`src/rtl/pte_pkg.sv`:
```
// shared types, constants and codes for the process table engine
package pte_pkg;

	localparam int TABLE_SLOTS  = 16;
	localparam int SIGNAL_COUNT = 16;
	localparam int SLOT_W       = $clog2(TABLE_SLOTS);
	localparam int TRY_W        = $clog2(TABLE_SLOTS + 2);
	localparam int CNT_W        = $clog2(TABLE_SLOTS + 1);
	localparam int CFG_IDX_W    = 1;
	localparam int CFG_DATA_W   = 16;
	localparam logic [14:0] PID_WRAP_LIMIT = 15'd32000;

	typedef enum logic [3:0] {
		REQ_ALLOC      = 4'd0,
		REQ_SET_STATUS = 4'd1,
		REQ_SLEEP      = 4'd2,
		REQ_WAKEUP     = 4'd3,
		REQ_SIGNAL     = 4'd4,
		REQ_SCHEDULE   = 4'd5,
		REQ_SET_IGN    = 4'd6,
		REQ_READ       = 4'd7,
		REQ_CLEAR_SIG  = 4'd8
	} req_t;

	typedef enum logic [2:0] {
		ST_EMPTY   = 3'd0,
		ST_RUNNING = 3'd1,
		ST_READY   = 3'd2,
		ST_SLEEP   = 3'd3,
		ST_PAUSE   = 3'd4,
		ST_FORKING = 3'd5,
		ST_WAIT    = 3'd6
	} proc_st_t;

	typedef enum logic [2:0] {
		ERR_NONE      = 3'd0,
		ERR_FULL      = 3'd1,
		ERR_NOT_RUN   = 3'd2,
		ERR_RUNNING   = 3'd3,
		ERR_NO_READY  = 3'd4
	} err_t;

	typedef enum logic [CFG_IDX_W-1:0] {
		CFG_TABLE_BASE   = 1'd0,
		CFG_ENTRY_STRIDE = 1'd1
	} cfg_reg_t;

	typedef enum logic [3:0] {
		OP_NONE, OP_FREE, OP_PID_ADV, OP_PID_CHK, OP_ALLOC,
		OP_WAKE, OP_SIG, OP_SCHED, OP_SINGLE
	} op_t;

	typedef enum logic [3:0] {
		FSM_IDLE, FSM_FREE, FSM_PID_ADV, FSM_PID_CHK, FSM_ALLOC,
		FSM_WAKE, FSM_SIG, FSM_SCHED, FSM_SINGLE, FSM_OUT
	} fsm_t;

	typedef struct packed {
		logic latch;
		op_t  op;
		logic idx_inc;
		logic load_out;
	} cmd_t;

	typedef struct packed {
		logic empty;
		logic pid_hit;
		logic tries_done;
		logic last_idx;
		logic sched_hit;
		logic sched_last;
		logic out_free;
	} sts_t;

	typedef struct packed {
		logic        ok;
		logic [2:0]  error_code;
		logic [3:0]  slot;
		logic [14:0] pid;
		logic [2:0]  status;
		logic [15:0] pending;
		logic [15:0] wait_tag;
	} res_t;

endpackage

```
`src/rtl/pte_if.sv`:
```
// request and result channel interfaces
interface pte_req_if;
	logic        valid;
	logic        ready;
	logic [3:0]  req_type;
	logic [3:0]  slot;
	logic        broadcast;
	logic [2:0]  new_status;
	logic [15:0] event_req;
	logic [3:0]  sig;
	logic [15:0] mask_value;

	modport source (output valid, req_type, slot, broadcast, new_status, event_req, sig,
		mask_value, input ready);
	modport sink (input valid, req_type, slot, broadcast, new_status, event_req, sig,
		mask_value, output ready);
endinterface

interface pte_res_if;
	logic        valid;
	logic        ready;
	logic        ok;
	logic [2:0]  error_code;
	logic [3:0]  result_slot;
	logic [14:0] result_pid;
	logic [2:0]  result_status;
	logic [15:0] result_pending;
	logic [15:0] result_wait;
	logic [4:0]  woken_count;

	modport source (output valid, ok, error_code, result_slot, result_pid, result_status,
		result_pending, result_wait, woken_count, input ready);
	modport sink (input valid, ok, error_code, result_slot, result_pid, result_status,
		result_pending, result_wait, woken_count, output ready);
endinterface

```
`src/rtl/process_table_engine_unit.sv`:
```
// Process table engine: a 16-slot table of status, pid, wait tag, pending and
// ignored signal masks, run one request at a time. A single-slot request is
// latched, applied to its slot, then loaded into the result register. Wakeup
// and broadcast signal sweep all slots through one entry port, one slot a
// cycle. Schedule walks round-robin from the slot after the pointer and stops
// at the first ready or running slot. Alloc first scans for the first empty
// slot, then for each pid candidate steps the counter and sweeps the table
// for a clash. A finished result waits in an output register, so the next
// request is taken while it is still held.
module process_table_engine_unit (
	input  logic                           clk,
	input  logic                           arst_n,
	pte_req_if.sink                        req_ch,
	pte_res_if.source                      res_ch,
	input  logic                           cfg_we,
	input  logic [pte_pkg::CFG_IDX_W-1:0]  cfg_index,
	input  logic [pte_pkg::CFG_DATA_W-1:0] cfg_wdata
);

	pte_pkg::cmd_t cmd;
	pte_pkg::sts_t sts;
	pte_pkg::res_t res;

	pte_ctrl u_ctrl (
		.clk       (clk),
		.arst_n    (arst_n),
		.in_valid  (req_ch.valid),
		.req_type  (req_ch.req_type),
		.broadcast (req_ch.broadcast),
		.sts       (sts),
		.in_ready  (req_ch.ready),
		.cmd       (cmd)
	);

	pte_dp u_dp (
		.clk        (clk),
		.arst_n     (arst_n),
		.cmd        (cmd),
		.sts        (sts),
		.req_type   (req_ch.req_type),
		.slot       (req_ch.slot),
		.broadcast  (req_ch.broadcast),
		.new_status (req_ch.new_status),
		.event_req  (req_ch.event_req),
		.sig        (req_ch.sig),
		.mask_value (req_ch.mask_value),
		.cfg_we     (cfg_we),
		.cfg_index  (cfg_index),
		.cfg_wdata  (cfg_wdata),
		.out_valid  (res_ch.valid),
		.out_ready  (res_ch.ready),
		.out_res    (res),
		.out_woken  (res_ch.woken_count)
	);

	assign res_ch.ok             = res.ok;
	assign res_ch.error_code     = res.error_code;
	assign res_ch.result_slot    = res.slot;
	assign res_ch.result_pid     = res.pid;
	assign res_ch.result_status  = res.status;
	assign res_ch.result_pending = res.pending;
	assign res_ch.result_wait    = res.wait_tag;

endmodule

```
`src/rtl/pte_ctrl.sv`:
```
// request sequencer: walks the table scans and issues datapath commands
module pte_ctrl (
	input  logic            clk,
	input  logic            arst_n,
	input  logic            in_valid,
	input  logic [3:0]      req_type,
	input  logic            broadcast,
	input  pte_pkg::sts_t   sts,
	output logic            in_ready,
	output pte_pkg::cmd_t   cmd
);

	pte_pkg::fsm_t state_q, state_d;

	always_ff @(posedge clk or negedge arst_n) begin
		if (!arst_n) begin
			state_q <= pte_pkg::FSM_IDLE;
		end else begin
			state_q <= state_d;
		end
	end

	always_comb begin
		state_d      = state_q;
		in_ready     = 1'b0;
		cmd.latch    = 1'b0;
		cmd.op       = pte_pkg::OP_NONE;
		cmd.idx_inc  = 1'b0;
		cmd.load_out = 1'b0;
		case (state_q)
			pte_pkg::FSM_IDLE: begin
				in_ready = 1'b1;
				if (in_valid) begin
					cmd.latch = 1'b1;
					case (pte_pkg::req_t'(req_type))
						pte_pkg::REQ_ALLOC:    state_d = pte_pkg::FSM_FREE;
						pte_pkg::REQ_WAKEUP:   state_d = pte_pkg::FSM_WAKE;
						pte_pkg::REQ_SCHEDULE: state_d = pte_pkg::FSM_SCHED;
						pte_pkg::REQ_SIGNAL:
							state_d = broadcast ? pte_pkg::FSM_SIG : pte_pkg::FSM_SINGLE;
						default:               state_d = pte_pkg::FSM_SINGLE;
					endcase
				end
			end
			pte_pkg::FSM_FREE: begin
				cmd.op = pte_pkg::OP_FREE;
				if (sts.empty) begin
					state_d = pte_pkg::FSM_PID_ADV;
				end else if (sts.last_idx) begin
					state_d = pte_pkg::FSM_OUT;
				end else begin
					cmd.idx_inc = 1'b1;
				end
			end
			pte_pkg::FSM_PID_ADV: begin
				cmd.op  = pte_pkg::OP_PID_ADV;
				state_d = pte_pkg::FSM_PID_CHK;
			end
			pte_pkg::FSM_PID_CHK: begin
				cmd.op = pte_pkg::OP_PID_CHK;
				if (sts.pid_hit) begin
					state_d = sts.tries_done ? pte_pkg::FSM_ALLOC : pte_pkg::FSM_PID_ADV;
				end else if (sts.last_idx) begin
					state_d = pte_pkg::FSM_ALLOC;
				end else begin
					cmd.idx_inc = 1'b1;
				end
			end
			pte_pkg::FSM_ALLOC: begin
				cmd.op  = pte_pkg::OP_ALLOC;
				state_d = pte_pkg::FSM_OUT;
			end
			pte_pkg::FSM_WAKE, pte_pkg::FSM_SIG: begin
				cmd.op      = (state_q == pte_pkg::FSM_WAKE) ? pte_pkg::OP_WAKE : pte_pkg::OP_SIG;
				cmd.idx_inc = 1'b1;
				if (sts.last_idx) state_d = pte_pkg::FSM_OUT;
			end
			pte_pkg::FSM_SCHED: begin
				cmd.op      = pte_pkg::OP_SCHED;
				cmd.idx_inc = 1'b1;
				if (sts.sched_hit || sts.sched_last) state_d = pte_pkg::FSM_OUT;
			end
			pte_pkg::FSM_SINGLE: begin
				cmd.op  = pte_pkg::OP_SINGLE;
				state_d = pte_pkg::FSM_OUT;
			end
			pte_pkg::FSM_OUT: begin
				if (sts.out_free) begin
					cmd.load_out = 1'b1;
					state_d      = pte_pkg::FSM_IDLE;
				end
			end
			default: state_d = pte_pkg::FSM_IDLE;
		endcase
	end

endmodule

```
`src/rtl/pte_dp.sv`:
```
// process table storage, per-entry update logic and result register
module pte_dp (
	input  logic                              clk,
	input  logic                              arst_n,
	input  pte_pkg::cmd_t                     cmd,
	output pte_pkg::sts_t                     sts,
	input  logic [3:0]                        req_type,
	input  logic [3:0]                        slot,
	input  logic                              broadcast,
	input  logic [2:0]                        new_status,
	input  logic [15:0]                       event_req,
	input  logic [3:0]                        sig,
	input  logic [15:0]                       mask_value,
	input  logic                              cfg_we,
	input  logic [pte_pkg::CFG_IDX_W-1:0]     cfg_index,
	input  logic [pte_pkg::CFG_DATA_W-1:0]    cfg_wdata,
	output logic                              out_valid,
	input  logic                              out_ready,
	output pte_pkg::res_t                     out_res,
	output logic [4:0]                        out_woken
);

	localparam int N = pte_pkg::TABLE_SLOTS;
	localparam int SW = pte_pkg::SLOT_W;
	localparam logic [pte_pkg::CNT_W-1:0] CNT_ONE = 1;

	logic [2:0]  status_q [N];
	logic [14:0] pid_q    [N];
	logic [15:0] wait_q   [N];
	logic [15:0] pend_q   [N];
	logic [15:0] ign_q    [N];

	logic [14:0] next_pid_q;
	logic [SW-1:0] ptr_q, idx_q, free_q;
	logic [pte_pkg::TRY_W-1:0] try_q;
	logic [pte_pkg::CNT_W-1:0] cnt_q;
	logic [15:0] base_q;
	logic [7:0]  stride_q;

	logic [3:0]  req_l;
	logic [3:0]  slot_l;
	logic        bcast_l;
	logic [2:0]  nst_l;
	logic [15:0] ev_l;
	logic [3:0]  sig_l;
	logic [15:0] mval_l;

	pte_pkg::res_t res_q;
	logic          out_valid_q;
	pte_pkg::res_t out_q;
	logic [4:0]    out_woken_q;

	logic [SW-1:0] addr, slot_ix, ptr_nxt, idx_nxt;
	logic [2:0]  e_st;
	logic [14:0] e_pid;
	logic [15:0] e_wait, e_pend, e_ign;
	logic        slot_ok, sig_ok, post_eff, post_wake;
	logic [15:0] bit_m, own_tag;
	logic [2:0]  sleep_st;

	assign slot_ix = SW'(slot_l);
	assign addr    = (cmd.op == pte_pkg::OP_SINGLE) ? slot_ix : idx_q;
	assign ptr_nxt = (32'(ptr_q) == N - 1) ? '0 : ptr_q + 1'b1;
	assign idx_nxt = (32'(idx_q) == N - 1) ? '0 : idx_q + 1'b1;

	assign e_st   = status_q[addr];
	assign e_pid  = pid_q[addr];
	assign e_wait = wait_q[addr];
	assign e_pend = pend_q[addr];
	assign e_ign  = ign_q[addr];

	assign slot_ok = 32'(slot_l) < N;
	assign sig_ok  = (sig_l != 4'd0) && (32'(sig_l) < pte_pkg::SIGNAL_COUNT);
	assign bit_m   = sig_ok ? (16'd1 << (sig_l - 4'd1)) : 16'd0;

	// a signal lands unless the slot is empty or masks it
	assign post_eff  = (e_st != pte_pkg::ST_EMPTY) && ((e_ign & bit_m) == 16'd0);
	assign post_wake = post_eff && (e_st == pte_pkg::ST_PAUSE || e_st == pte_pkg::ST_WAIT ||
		e_st == pte_pkg::ST_SLEEP);

	assign own_tag  = base_q + 16'(addr) * 16'(stride_q);
	assign sleep_st = (ev_l == 16'd0) ? pte_pkg::ST_PAUSE :
		(ev_l == own_tag) ? pte_pkg::ST_WAIT : pte_pkg::ST_SLEEP;

	assign sts.empty      = (e_st == pte_pkg::ST_EMPTY);
	assign sts.pid_hit    = (e_st != pte_pkg::ST_EMPTY) && (e_pid == next_pid_q);
	assign sts.tries_done = (32'(try_q) == N + 1);
	assign sts.last_idx   = (32'(idx_q) == N - 1);
	assign sts.sched_hit  = (e_st == pte_pkg::ST_RUNNING) || (e_st == pte_pkg::ST_READY);
	assign sts.sched_last = (32'(try_q) == N - 1);
	assign sts.out_free   = !out_valid_q || out_ready;

	always_ff @(posedge clk or negedge arst_n) begin
		if (!arst_n) begin
			for (int i = 0; i < N; i++) begin
				status_q[i] <= pte_pkg::ST_EMPTY;
				pid_q[i]    <= '0;
				wait_q[i]   <= '0;
				pend_q[i]   <= '0;
				ign_q[i]    <= '0;
			end
			next_pid_q  <= '0;
			ptr_q       <= '0;
			idx_q       <= '0;
			free_q      <= '0;
			try_q       <= '0;
			cnt_q       <= '0;
			base_q      <= '0;
			stride_q    <= 8'd32;
			out_valid_q <= 1'b0;
		end else begin
			if (cfg_we) begin
				case (pte_pkg::cfg_reg_t'(cfg_index))
					pte_pkg::CFG_TABLE_BASE:   base_q   <= cfg_wdata[15:0];
					pte_pkg::CFG_ENTRY_STRIDE: stride_q <= cfg_wdata[7:0];
					default: ;
				endcase
			end
			if (cmd.latch) begin
				req_l   <= req_type;
				slot_l  <= slot;
				bcast_l <= broadcast;
				nst_l   <= new_status;
				ev_l    <= event_req;
				sig_l   <= sig;
				mval_l  <= mask_value;
				res_q   <= '0;
				cnt_q   <= '0;
				try_q   <= '0;
				idx_q   <= (pte_pkg::req_t'(req_type) == pte_pkg::REQ_SCHEDULE) ? ptr_nxt : '0;
			end
			if (cmd.idx_inc) idx_q <= idx_nxt;
			case (cmd.op)
				pte_pkg::OP_FREE: begin
					if (sts.empty) free_q <= idx_q;
					else if (sts.last_idx) res_q.error_code <= pte_pkg::ERR_FULL;
				end
				pte_pkg::OP_PID_ADV: begin
					next_pid_q <= (next_pid_q > pte_pkg::PID_WRAP_LIMIT) ? 15'd1 :
						next_pid_q + 15'd1;
					try_q <= try_q + 1'b1;
					idx_q <= '0;
				end
				pte_pkg::OP_PID_CHK: ;
				pte_pkg::OP_ALLOC: begin
					status_q[free_q] <= pte_pkg::ST_FORKING;
					pid_q[free_q]    <= next_pid_q;
					wait_q[free_q]   <= '0;
					pend_q[free_q]   <= '0;
					ign_q[free_q]    <= '0;
					res_q.ok         <= 1'b1;
					res_q.slot       <= 4'(free_q);
					res_q.pid        <= next_pid_q;
					res_q.status     <= pte_pkg::ST_FORKING;
				end
				pte_pkg::OP_WAKE: begin
					res_q.ok <= 1'b1;
					if (e_st > pte_pkg::ST_RUNNING && e_wait == ev_l) begin
						status_q[addr] <= pte_pkg::ST_READY;
						wait_q[addr]   <= '0;
						cnt_q          <= cnt_q + 1'b1;
					end
				end
				pte_pkg::OP_SIG: begin
					// a bad signal number leaves the table alone and returns a result with ok low
					if (sig_ok) begin
						res_q.ok <= 1'b1;
						if (post_eff) begin
							if (post_wake) status_q[addr] <= pte_pkg::ST_READY;
							wait_q[addr] <= '0;
							pend_q[addr] <= e_pend | bit_m;
						end
						if (post_wake) cnt_q <= cnt_q + 1'b1;
					end
				end
				pte_pkg::OP_SCHED: begin
					try_q <= try_q + 1'b1;
					if (sts.sched_hit) begin
						ptr_q        <= idx_q;
						res_q.slot   <= 4'(idx_q);
						res_q.status <= e_st;
						if (e_st == pte_pkg::ST_RUNNING) res_q.error_code <= pte_pkg::ERR_RUNNING;
						else res_q.ok <= 1'b1;
					end else if (sts.sched_last) begin
						res_q.error_code <= pte_pkg::ERR_NO_READY;
					end
				end
				pte_pkg::OP_SINGLE: begin
					case (pte_pkg::req_t'(req_l))
						pte_pkg::REQ_SET_STATUS: begin
							if (slot_ok && nst_l <= pte_pkg::ST_WAIT) begin
								status_q[addr] <= nst_l;
								res_q.ok       <= 1'b1;
								res_q.slot     <= slot_l;
								res_q.status   <= nst_l;
							end
						end
						pte_pkg::REQ_SLEEP: begin
							if (slot_ok) begin
								res_q.slot <= slot_l;
								if (e_st != pte_pkg::ST_RUNNING) begin
									res_q.error_code <= pte_pkg::ERR_NOT_RUN;
									res_q.status     <= e_st;
								end else begin
									status_q[addr] <= sleep_st;
									wait_q[addr]   <= ev_l;
									res_q.ok       <= 1'b1;
									res_q.status   <= sleep_st;
								end
							end
						end
						pte_pkg::REQ_SIGNAL: begin
							if (sig_ok && !bcast_l && slot_ok) begin
								if (post_eff) begin
									if (post_wake) status_q[addr] <= pte_pkg::ST_READY;
									wait_q[addr] <= '0;
									pend_q[addr] <= e_pend | bit_m;
								end
								res_q.ok     <= 1'b1;
								res_q.slot   <= slot_l;
								res_q.status <= post_wake ? pte_pkg::ST_READY : e_st;
								cnt_q        <= post_wake ? CNT_ONE : '0;
							end
						end
						pte_pkg::REQ_SET_IGN: begin
							if (slot_ok) begin
								ign_q[addr] <= mval_l;
								res_q.ok    <= 1'b1;
								res_q.slot  <= slot_l;
							end
						end
						pte_pkg::REQ_READ: begin
							if (slot_ok) begin
								res_q.ok       <= 1'b1;
								res_q.slot     <= slot_l;
								res_q.pid      <= e_pid;
								res_q.status   <= e_st;
								res_q.pending  <= e_pend;
								res_q.wait_tag <= e_wait;
							end
						end
						pte_pkg::REQ_CLEAR_SIG: begin
							if (slot_ok && sig_ok) begin
								pend_q[addr] <= e_pend & ~bit_m;
								res_q.ok     <= 1'b1;
								res_q.slot   <= slot_l;
							end
						end
						default: ;
					endcase
				end
				default: ;
			endcase
			// result register frees the engine while the consumer stalls
			if (cmd.load_out) begin
				out_q       <= res_q;
				out_woken_q <= 5'(cnt_q);
				out_valid_q <= 1'b1;
			end else if (out_ready) begin
				out_valid_q <= 1'b0;
			end
		end
	end

	assign out_valid = out_valid_q;
	assign out_res   = out_q;
	assign out_woken = out_woken_q;

	a_alloc_forking: assert property (@(posedge clk) disable iff (!arst_n)
		(cmd.op == pte_pkg::OP_ALLOC) |=> (status_q[$past(free_q)] == pte_pkg::ST_FORKING))
		else $error("allocated slot not marked forking");
	a_pid_range: assert property (@(posedge clk) disable iff (!arst_n)
		(cmd.op == pte_pkg::OP_PID_ADV) |=> (next_pid_q >= 15'd1 && next_pid_q <= 15'd32001))
		else $error("pid advanced out of range");
	a_woken_bound: assert property (@(posedge clk) disable iff (!arst_n)
		cmd.load_out |=> (32'(out_woken_q) <= N))
		else $error("woken count above table size");

endmodule

```
`src/flat_wrapper.sv`:
```
// flat-port wrapper written by rule: the top's interface ports become plain ports
module process_table_engine_unit_flat 
  (clk, arst_n, cfg_we, cfg_index, cfg_wdata, req_ch_valid, req_ch_req_type, req_ch_slot, req_ch_broadcast, req_ch_new_status, req_ch_event_req, req_ch_sig, req_ch_mask_value, req_ch_ready, res_ch_valid, res_ch_ok, res_ch_error_code, res_ch_result_slot, res_ch_result_pid, res_ch_result_status, res_ch_result_pending, res_ch_result_wait, res_ch_woken_count, res_ch_ready);
  pte_req_if req_ch_i ();
  pte_res_if res_ch_i ();
  input  logic clk;
  input  logic arst_n;
  input  logic cfg_we;
  input  logic [pte_pkg::CFG_IDX_W-1:0] cfg_index;
  input  logic [pte_pkg::CFG_DATA_W-1:0] cfg_wdata;
  input wire logic [$bits(req_ch_i.valid)-1:0] req_ch_valid;
  input wire logic [$bits(req_ch_i.req_type)-1:0] req_ch_req_type;
  input wire logic [$bits(req_ch_i.slot)-1:0] req_ch_slot;
  input wire logic [$bits(req_ch_i.broadcast)-1:0] req_ch_broadcast;
  input wire logic [$bits(req_ch_i.new_status)-1:0] req_ch_new_status;
  input wire logic [$bits(req_ch_i.event_req)-1:0] req_ch_event_req;
  input wire logic [$bits(req_ch_i.sig)-1:0] req_ch_sig;
  input wire logic [$bits(req_ch_i.mask_value)-1:0] req_ch_mask_value;
  output wire logic [$bits(req_ch_i.ready)-1:0] req_ch_ready;
  output wire logic [$bits(res_ch_i.valid)-1:0] res_ch_valid;
  output wire logic [$bits(res_ch_i.ok)-1:0] res_ch_ok;
  output wire logic [$bits(res_ch_i.error_code)-1:0] res_ch_error_code;
  output wire logic [$bits(res_ch_i.result_slot)-1:0] res_ch_result_slot;
  output wire logic [$bits(res_ch_i.result_pid)-1:0] res_ch_result_pid;
  output wire logic [$bits(res_ch_i.result_status)-1:0] res_ch_result_status;
  output wire logic [$bits(res_ch_i.result_pending)-1:0] res_ch_result_pending;
  output wire logic [$bits(res_ch_i.result_wait)-1:0] res_ch_result_wait;
  output wire logic [$bits(res_ch_i.woken_count)-1:0] res_ch_woken_count;
  input wire logic [$bits(res_ch_i.ready)-1:0] res_ch_ready;
  assign req_ch_i.valid = req_ch_valid;
  assign req_ch_i.req_type = req_ch_req_type;
  assign req_ch_i.slot = req_ch_slot;
  assign req_ch_i.broadcast = req_ch_broadcast;
  assign req_ch_i.new_status = req_ch_new_status;
  assign req_ch_i.event_req = req_ch_event_req;
  assign req_ch_i.sig = req_ch_sig;
  assign req_ch_i.mask_value = req_ch_mask_value;
  assign req_ch_ready = req_ch_i.ready;
  assign res_ch_valid = res_ch_i.valid;
  assign res_ch_ok = res_ch_i.ok;
  assign res_ch_error_code = res_ch_i.error_code;
  assign res_ch_result_slot = res_ch_i.result_slot;
  assign res_ch_result_pid = res_ch_i.result_pid;
  assign res_ch_result_status = res_ch_i.result_status;
  assign res_ch_result_pending = res_ch_i.result_pending;
  assign res_ch_result_wait = res_ch_i.result_wait;
  assign res_ch_woken_count = res_ch_i.woken_count;
  assign res_ch_i.ready = res_ch_ready;
  process_table_engine_unit u_core (.clk(clk), .arst_n(arst_n), .req_ch(req_ch_i), .res_ch(res_ch_i), .cfg_we(cfg_we), .cfg_index(cfg_index), .cfg_wdata(cfg_wdata));
endmodule
```
`config.mk`:
```
export PLATFORM = sky130hd
export DESIGN_NAME = process_table_engine_unit_flat
export DESIGN_NICKNAME = d
export VERILOG_FILES = /design/src/rtl/pte_pkg.sv /design/src/rtl/pte_if.sv /design/src/rtl/process_table_engine_unit.sv /design/src/rtl/pte_ctrl.sv /design/src/rtl/pte_dp.sv /design/src/flat_wrapper.sv
export SDC_FILE = /design/constraint.sdc
export NUM_CORES = 2
export LEC_CHECK = 0
export BUFFER_PORTS_ARGS = -buffer_cell sky130_fd_sc_hd__buf_2
export CAP_MARGIN = 15
export CORE_UTILIZATION = 55
export CTS_BUF_LIST = sky130_fd_sc_hd__clkbuf_4
export CTS_CLUSTER_SIZE = 40
export DETAILED_ROUTE_END_ITERATION = 8
export MAX_ROUTING_LAYER = met4
export PLACE_DENSITY = 0.68
export RECOVER_POWER = 50
export SYNTH_ARGS = -nofsm -noshare
export SYNTH_HDL_FRONTEND = slang
export SYNTH_SLANG_ARGS = --single-unit
```
`constraint.sdc`:
```
create_clock -name clk -period 18.95 [get_ports clk]
set_clock_uncertainty 0.1 [all_clocks]
set_input_delay 1.895 -clock clk [delete_from_list [all_inputs] [get_ports clk]]
set_output_delay 1.895 -clock clk [all_outputs]
set_load 0.01 [all_outputs]
```
==> summary.md <==
| Metric | Value |
|---|---|
| Status | `finished, violations left` |
| Failing checks | `max-capacitance violations, max-slew violations` |
| Final ANT Viol Nets | `0` |
| Static Leakage | `roughly 0.034 uW` |
| Compound-gate portion of the synthesized area | `~29%` |
| Crit path top cell by count | `clkbuf_1` |
| Count of max-cap constraint violations | `25` |
| Synthesized net count | `about 8600` |
| Fmax | `a little over 80 MHz` |
| Proportion of power drawn by the clock network | `between 20% and 30%` |
| Largest family of logic cells by synthesized area | `compound AO/OA/AOI/OAI gates` |
| FFs w/ async S/R, synth | `between 80% and 90%` |
| Post-DP HPWL | `a little under 200000 um` |
| Worst slew margin relative to its limit | `-239%` |
| Vias in the first global route | `around 74000` |
| Mux cell area share after synthesis | `9.81%` |
| Global-route wire length before repair | `approximately 480000 um` |
| Mean Syn Cell Area | `slightly above 9 um^2` |
| Cell types occupying the most area after synthesis | `dfrtp_1, edfxtp_1, mux2i_1` |
| EDFF count, synth | `between 150 and 200` |
| Worst Tran Pin Value | `roughly 5000 ps` |
| Adder-cell area share of the yosys netlist | `a little over 1%` |
| Unique masters post-synth | `around 90` |
| Routed WL per cell | `30.8 um` |
| Buf+Inv Stages, Crit Path | `5` |
| Kind of start point of the critical path | `input port` |
| Leading area contributor after synthesis | `dfrtp_1` |
| Proportion of synthesized chip area in sequential cells | `a little over two fifths` |
| Setup TNS | `0 ps` |
| Gate count after technology mapping | `8489` |
| Longest Clk Path Bufs | `4` |
| Number of max-slew violations in the final report | `~950` |
| Clock root buffer | `clkbuf_4` |
| Antenna violations before repair | `22` |
| Number of detailed-route iterations in the first pass | `9` |
| Worst stage delay on the critical path | `3430 ps` |
| Area delta synth->final | `8.16%` |
| Die Span Y | `about 380 um` |
| Critical path endpoint category | `register` |
| Category of the critical setup timing path | `in -> reg` |
| Top cell type's share of synthesized area | `about 35%` |
| Gate power share | `roughly 49%` |
| Most frequently used cell type in the post-synthesis netlist | `nand2_1` |
| Clock transition time at the flip-flop clock pins of the worst setup and hold paths | `about 70 ps` |
| Worst voltage drop across the vdd grid | `approximately 0.00017 V` |
| Post-synth design cell area | `78000 um^2` |
| Power Dens Cells | `around 140 nW/um^2` |
| Post-synth top cells | `nand2_1, dfrtp_1, o21ai_0, clkbuf_1, mux2i_1` |
| Simple-gate share of the synthesized area | `12.0%` |
| Classification of the worst-slack hold path | `reg -> reg` |
| Overall fraction of global-route tracks in use | `a little under half` |
| TritonCTS clock tree | `yes` |
| Post-Route WL | `roughly 320000 um` |
| Count of H-tree levels built during CTS | `5` |
| Delay-heaviest family, CP | `buffers and inverters` |
| Synthesized-area fraction occupied by xor and xnor cells | `0.618%` |
| Critical Path Slowest Stage Cell | `clkbuf_1` |
| Core Region | `140000 um^2` |
| Endpoints failing hold | `0` |
| Number of input and output port buffers inserted | `approximately 130` |
| Maximum fanout along the worst path | `between 70 and 80` |
| Sw Ratio | `between 40% and 50%` |
| Hold buffer count at cts | `0` |
| Starting DRT DRC Count | `between 10000 and 15000` |
| Site row count | `between 100 and 150` |
| Part of the power in registers | `between 20 and 30%` |
| Number of top-level pins | `around 140` |
| Largest net degree at the start of global routing | `around 160` |
| Required time at the worst-slack endpoint | `between 15000 and 20000 ps` |
| Via density per instance | `roughly 7.4` |
| Total of cells resized after clock tree synthesis | `0` |
| Inserted Clock Buffers | `366` |
| Post-CTS Setup Inserts | `0` |
| Number of endpoints failing setup at the final stage | `0` |
| Count of unresolved DRC violations after routing | `0` |
| Effective utilization at floorplan | `approximately 56%` |
| Worst-Skew Late Latency | `1340 ps` |
| Global route overflow | `0` |
| Internal portion of total power | `6110 uW` |
| Synthesis warning total | `0` |
| Final Wtd Congestion | `1.01` |
| Final critical-path required period | `roughly 12000 ps` |
| Ratio of cells with drive above 1 in the final layout | `between 10% and 20%` |
| Final cycle utilization of the critical path | `between 60% and 70%` |
| DR vias | `a little under 80000` |
| Die Outline Area | `143000 um^2` |
| CTS sink count | `between 1000 and 1500` |
| Count of state elements after synthesis | `~1300` |
| Switching component of the power | `between 5000 and 6000 uW` |
| Count of nets after finishing | `roughly 8500` |
| Worst hold slack | `341 ps` |
| Most used flip-flop cell after synthesis | `dfrtp_1` |
| Worst-path cell chain | `clkbuf_1 -> clkbuf_1 -> clkbuf_1 -> clkbuf_1 -> buf_4` |
| Width of the die | `around 380 um` |
| Unrepaired setup endpoints after global routing | `false` |
| Data arrival, critical path | `12910 ps` |
==> power by group through the flow <==
stage | registers [uW] | logic, uW | clock network, uW
global placement | 3540 | 5390 | 0
floorplan | 3400 | 3510 | 0
CTS | 3510 | 5480 | 2590
global route | 3570 | 5930 | 2730
finish | 3540 | 5770 | 2580
detailed placement | 3560 | 5460 | 0
==> worst register-to-register path: cells and delay by family, from the launching register on <==
kind                   cells  cell delay [ps]
buffers and inverters      6             3700
AO/OA/AOI/OAI              3             1680
multiplexers               2              590
AND/OR/NAND/NOR            5             2380
flip-flops                 1              700
==> metal layers <==
| layer | wire length (um) | global-route usage, % |
|---|---|---|
| met1 | 120000 | 57.5 |
| met2 | 134000 | 61.9 |
| met3 | 46900 | 15.5 |
| met4 | 23600 | 30.0 |
| met5 | 0 | - |
==> layout make-up <==
cell class | instances | area, um^2
fillers | 12200 | 55700
clock inverters | 88 | 395
clock buffers | 533 | 4000
flip-flops and latches | 1274 | 32700
inverters | 109 | 409
well taps | 1876 | 2350
diodes | 33 | 82.6
repair buffers | 403 | 2700
multi-input cells | 6202 | 41700
==> path summary, 6_finish.rpt <==
| path | start | endpoint | slack (ps) | depth (start not counted) |
|---|---|---|---|---|
| hold / removal | u_core.u_dp.res_q[1] | u_core.u_dp.out_res[1] | 340 | 0 |
| max in group asynchronous | arst_n | u_core.u_dp.pend_q[170] | 6980 | 6 |
| setup / recovery | arst_n | u_core.u_dp.res_q[22] | 6870 | 5 |
| min in group asynchronous | arst_n | u_core.u_dp.base_q[7] | 2300 | 1 |
| hold reg to reg | u_core.u_dp.res_q[1] | u_core.u_dp.out_res[1] | 340 | 0 |
| setup reg to reg | u_core.u_ctrl.state_q[3] | u_core.u_dp.wait_q[130] | 9680 | 16 |
==> registers in the layout, indices dropped and copies added (netlist names), 4 cells and up <==
name,flops
u_core.u_dp.pend_q,256
u_core.u_dp.wait_q,256
u_core.u_dp.ign_q,240
u_core.u_dp.pid_q,240
u_core.u_dp.out_res,58
u_core.u_dp.res_q,58
u_core.u_dp.status_q,48
u_core.u_dp.base_q,16
u_core.u_dp.ev_l,16
u_core.u_dp.mval_l,15
u_core.u_dp.next_pid_q,15
u_core.u_dp.stride_q,8
u_core.u_dp.cnt_q,5
u_core.u_dp.out_woken,5
u_core.u_dp.try_q,5
u_core.u_ctrl.state_q,4
u_core.u_dp.free_q,4
u_core.u_dp.idx_q,4
u_core.u_dp.ptr_q,4
u_core.u_dp.req_l,4
u_core.u_dp.sig_l,4
u_core.u_dp.slot_ix,4
==> through the flow <==
step           utilization (%)  setup WS (ps)  instance area [um^2]  std cells  power, uW
2_1_floorplan                -          10180                 78000       8489       6900
3_3_place_gp              57.1           9960                 80000       9858       8930
5_1_grt                   60.2           5270                 84300      10500      12200
3_5_place_dp              57.1           9900                 80000       9861       9020
6_report                  60.2           6870                 84400      10500      11900
4_1_cts                   60.3           9850                 84400      10500      11600
==> layout by cell type (no fill, tap or decap), types with 38 or more instances in the layout <==
cell	instances
a2111oi_0	40
a21oi_1	482
a221oi_1	267
a22o_1	428
a22oi_1	142
a2bb2oi_1	153
a31oi_1	274
a32oi_1	80
and2_1	42
buf_2	113
buf_4	231
clkbuf_1	47
clkbuf_4	533
clkinv_1	70
dfrtp_1	1104
edfxtp_1	168
inv_1	108
mux2_2	241
mux2i_1	478
nand2_1	1104
nand2b_1	38
nand3_1	201
nand4_1	59
nor2_1	214
nor3_1	162
o2111ai_1	44
o21a_1	97
o21ai_0	712
o221a_2	43
o221ai_1	41
o22ai_1	41
o2bb2ai_1	172
or2_2	67
==> logic make-up after synthesis <==
family / Yosys count
DFF: 1274
and+or+nand+nor: 2105
AOI/OAI and AO/OA: 3261
adders and majority gates: 51
muxes: 730
xor gates and xnor gates: 55
buffers and inverters: 1013
Power figures use the tool's default switching activity.
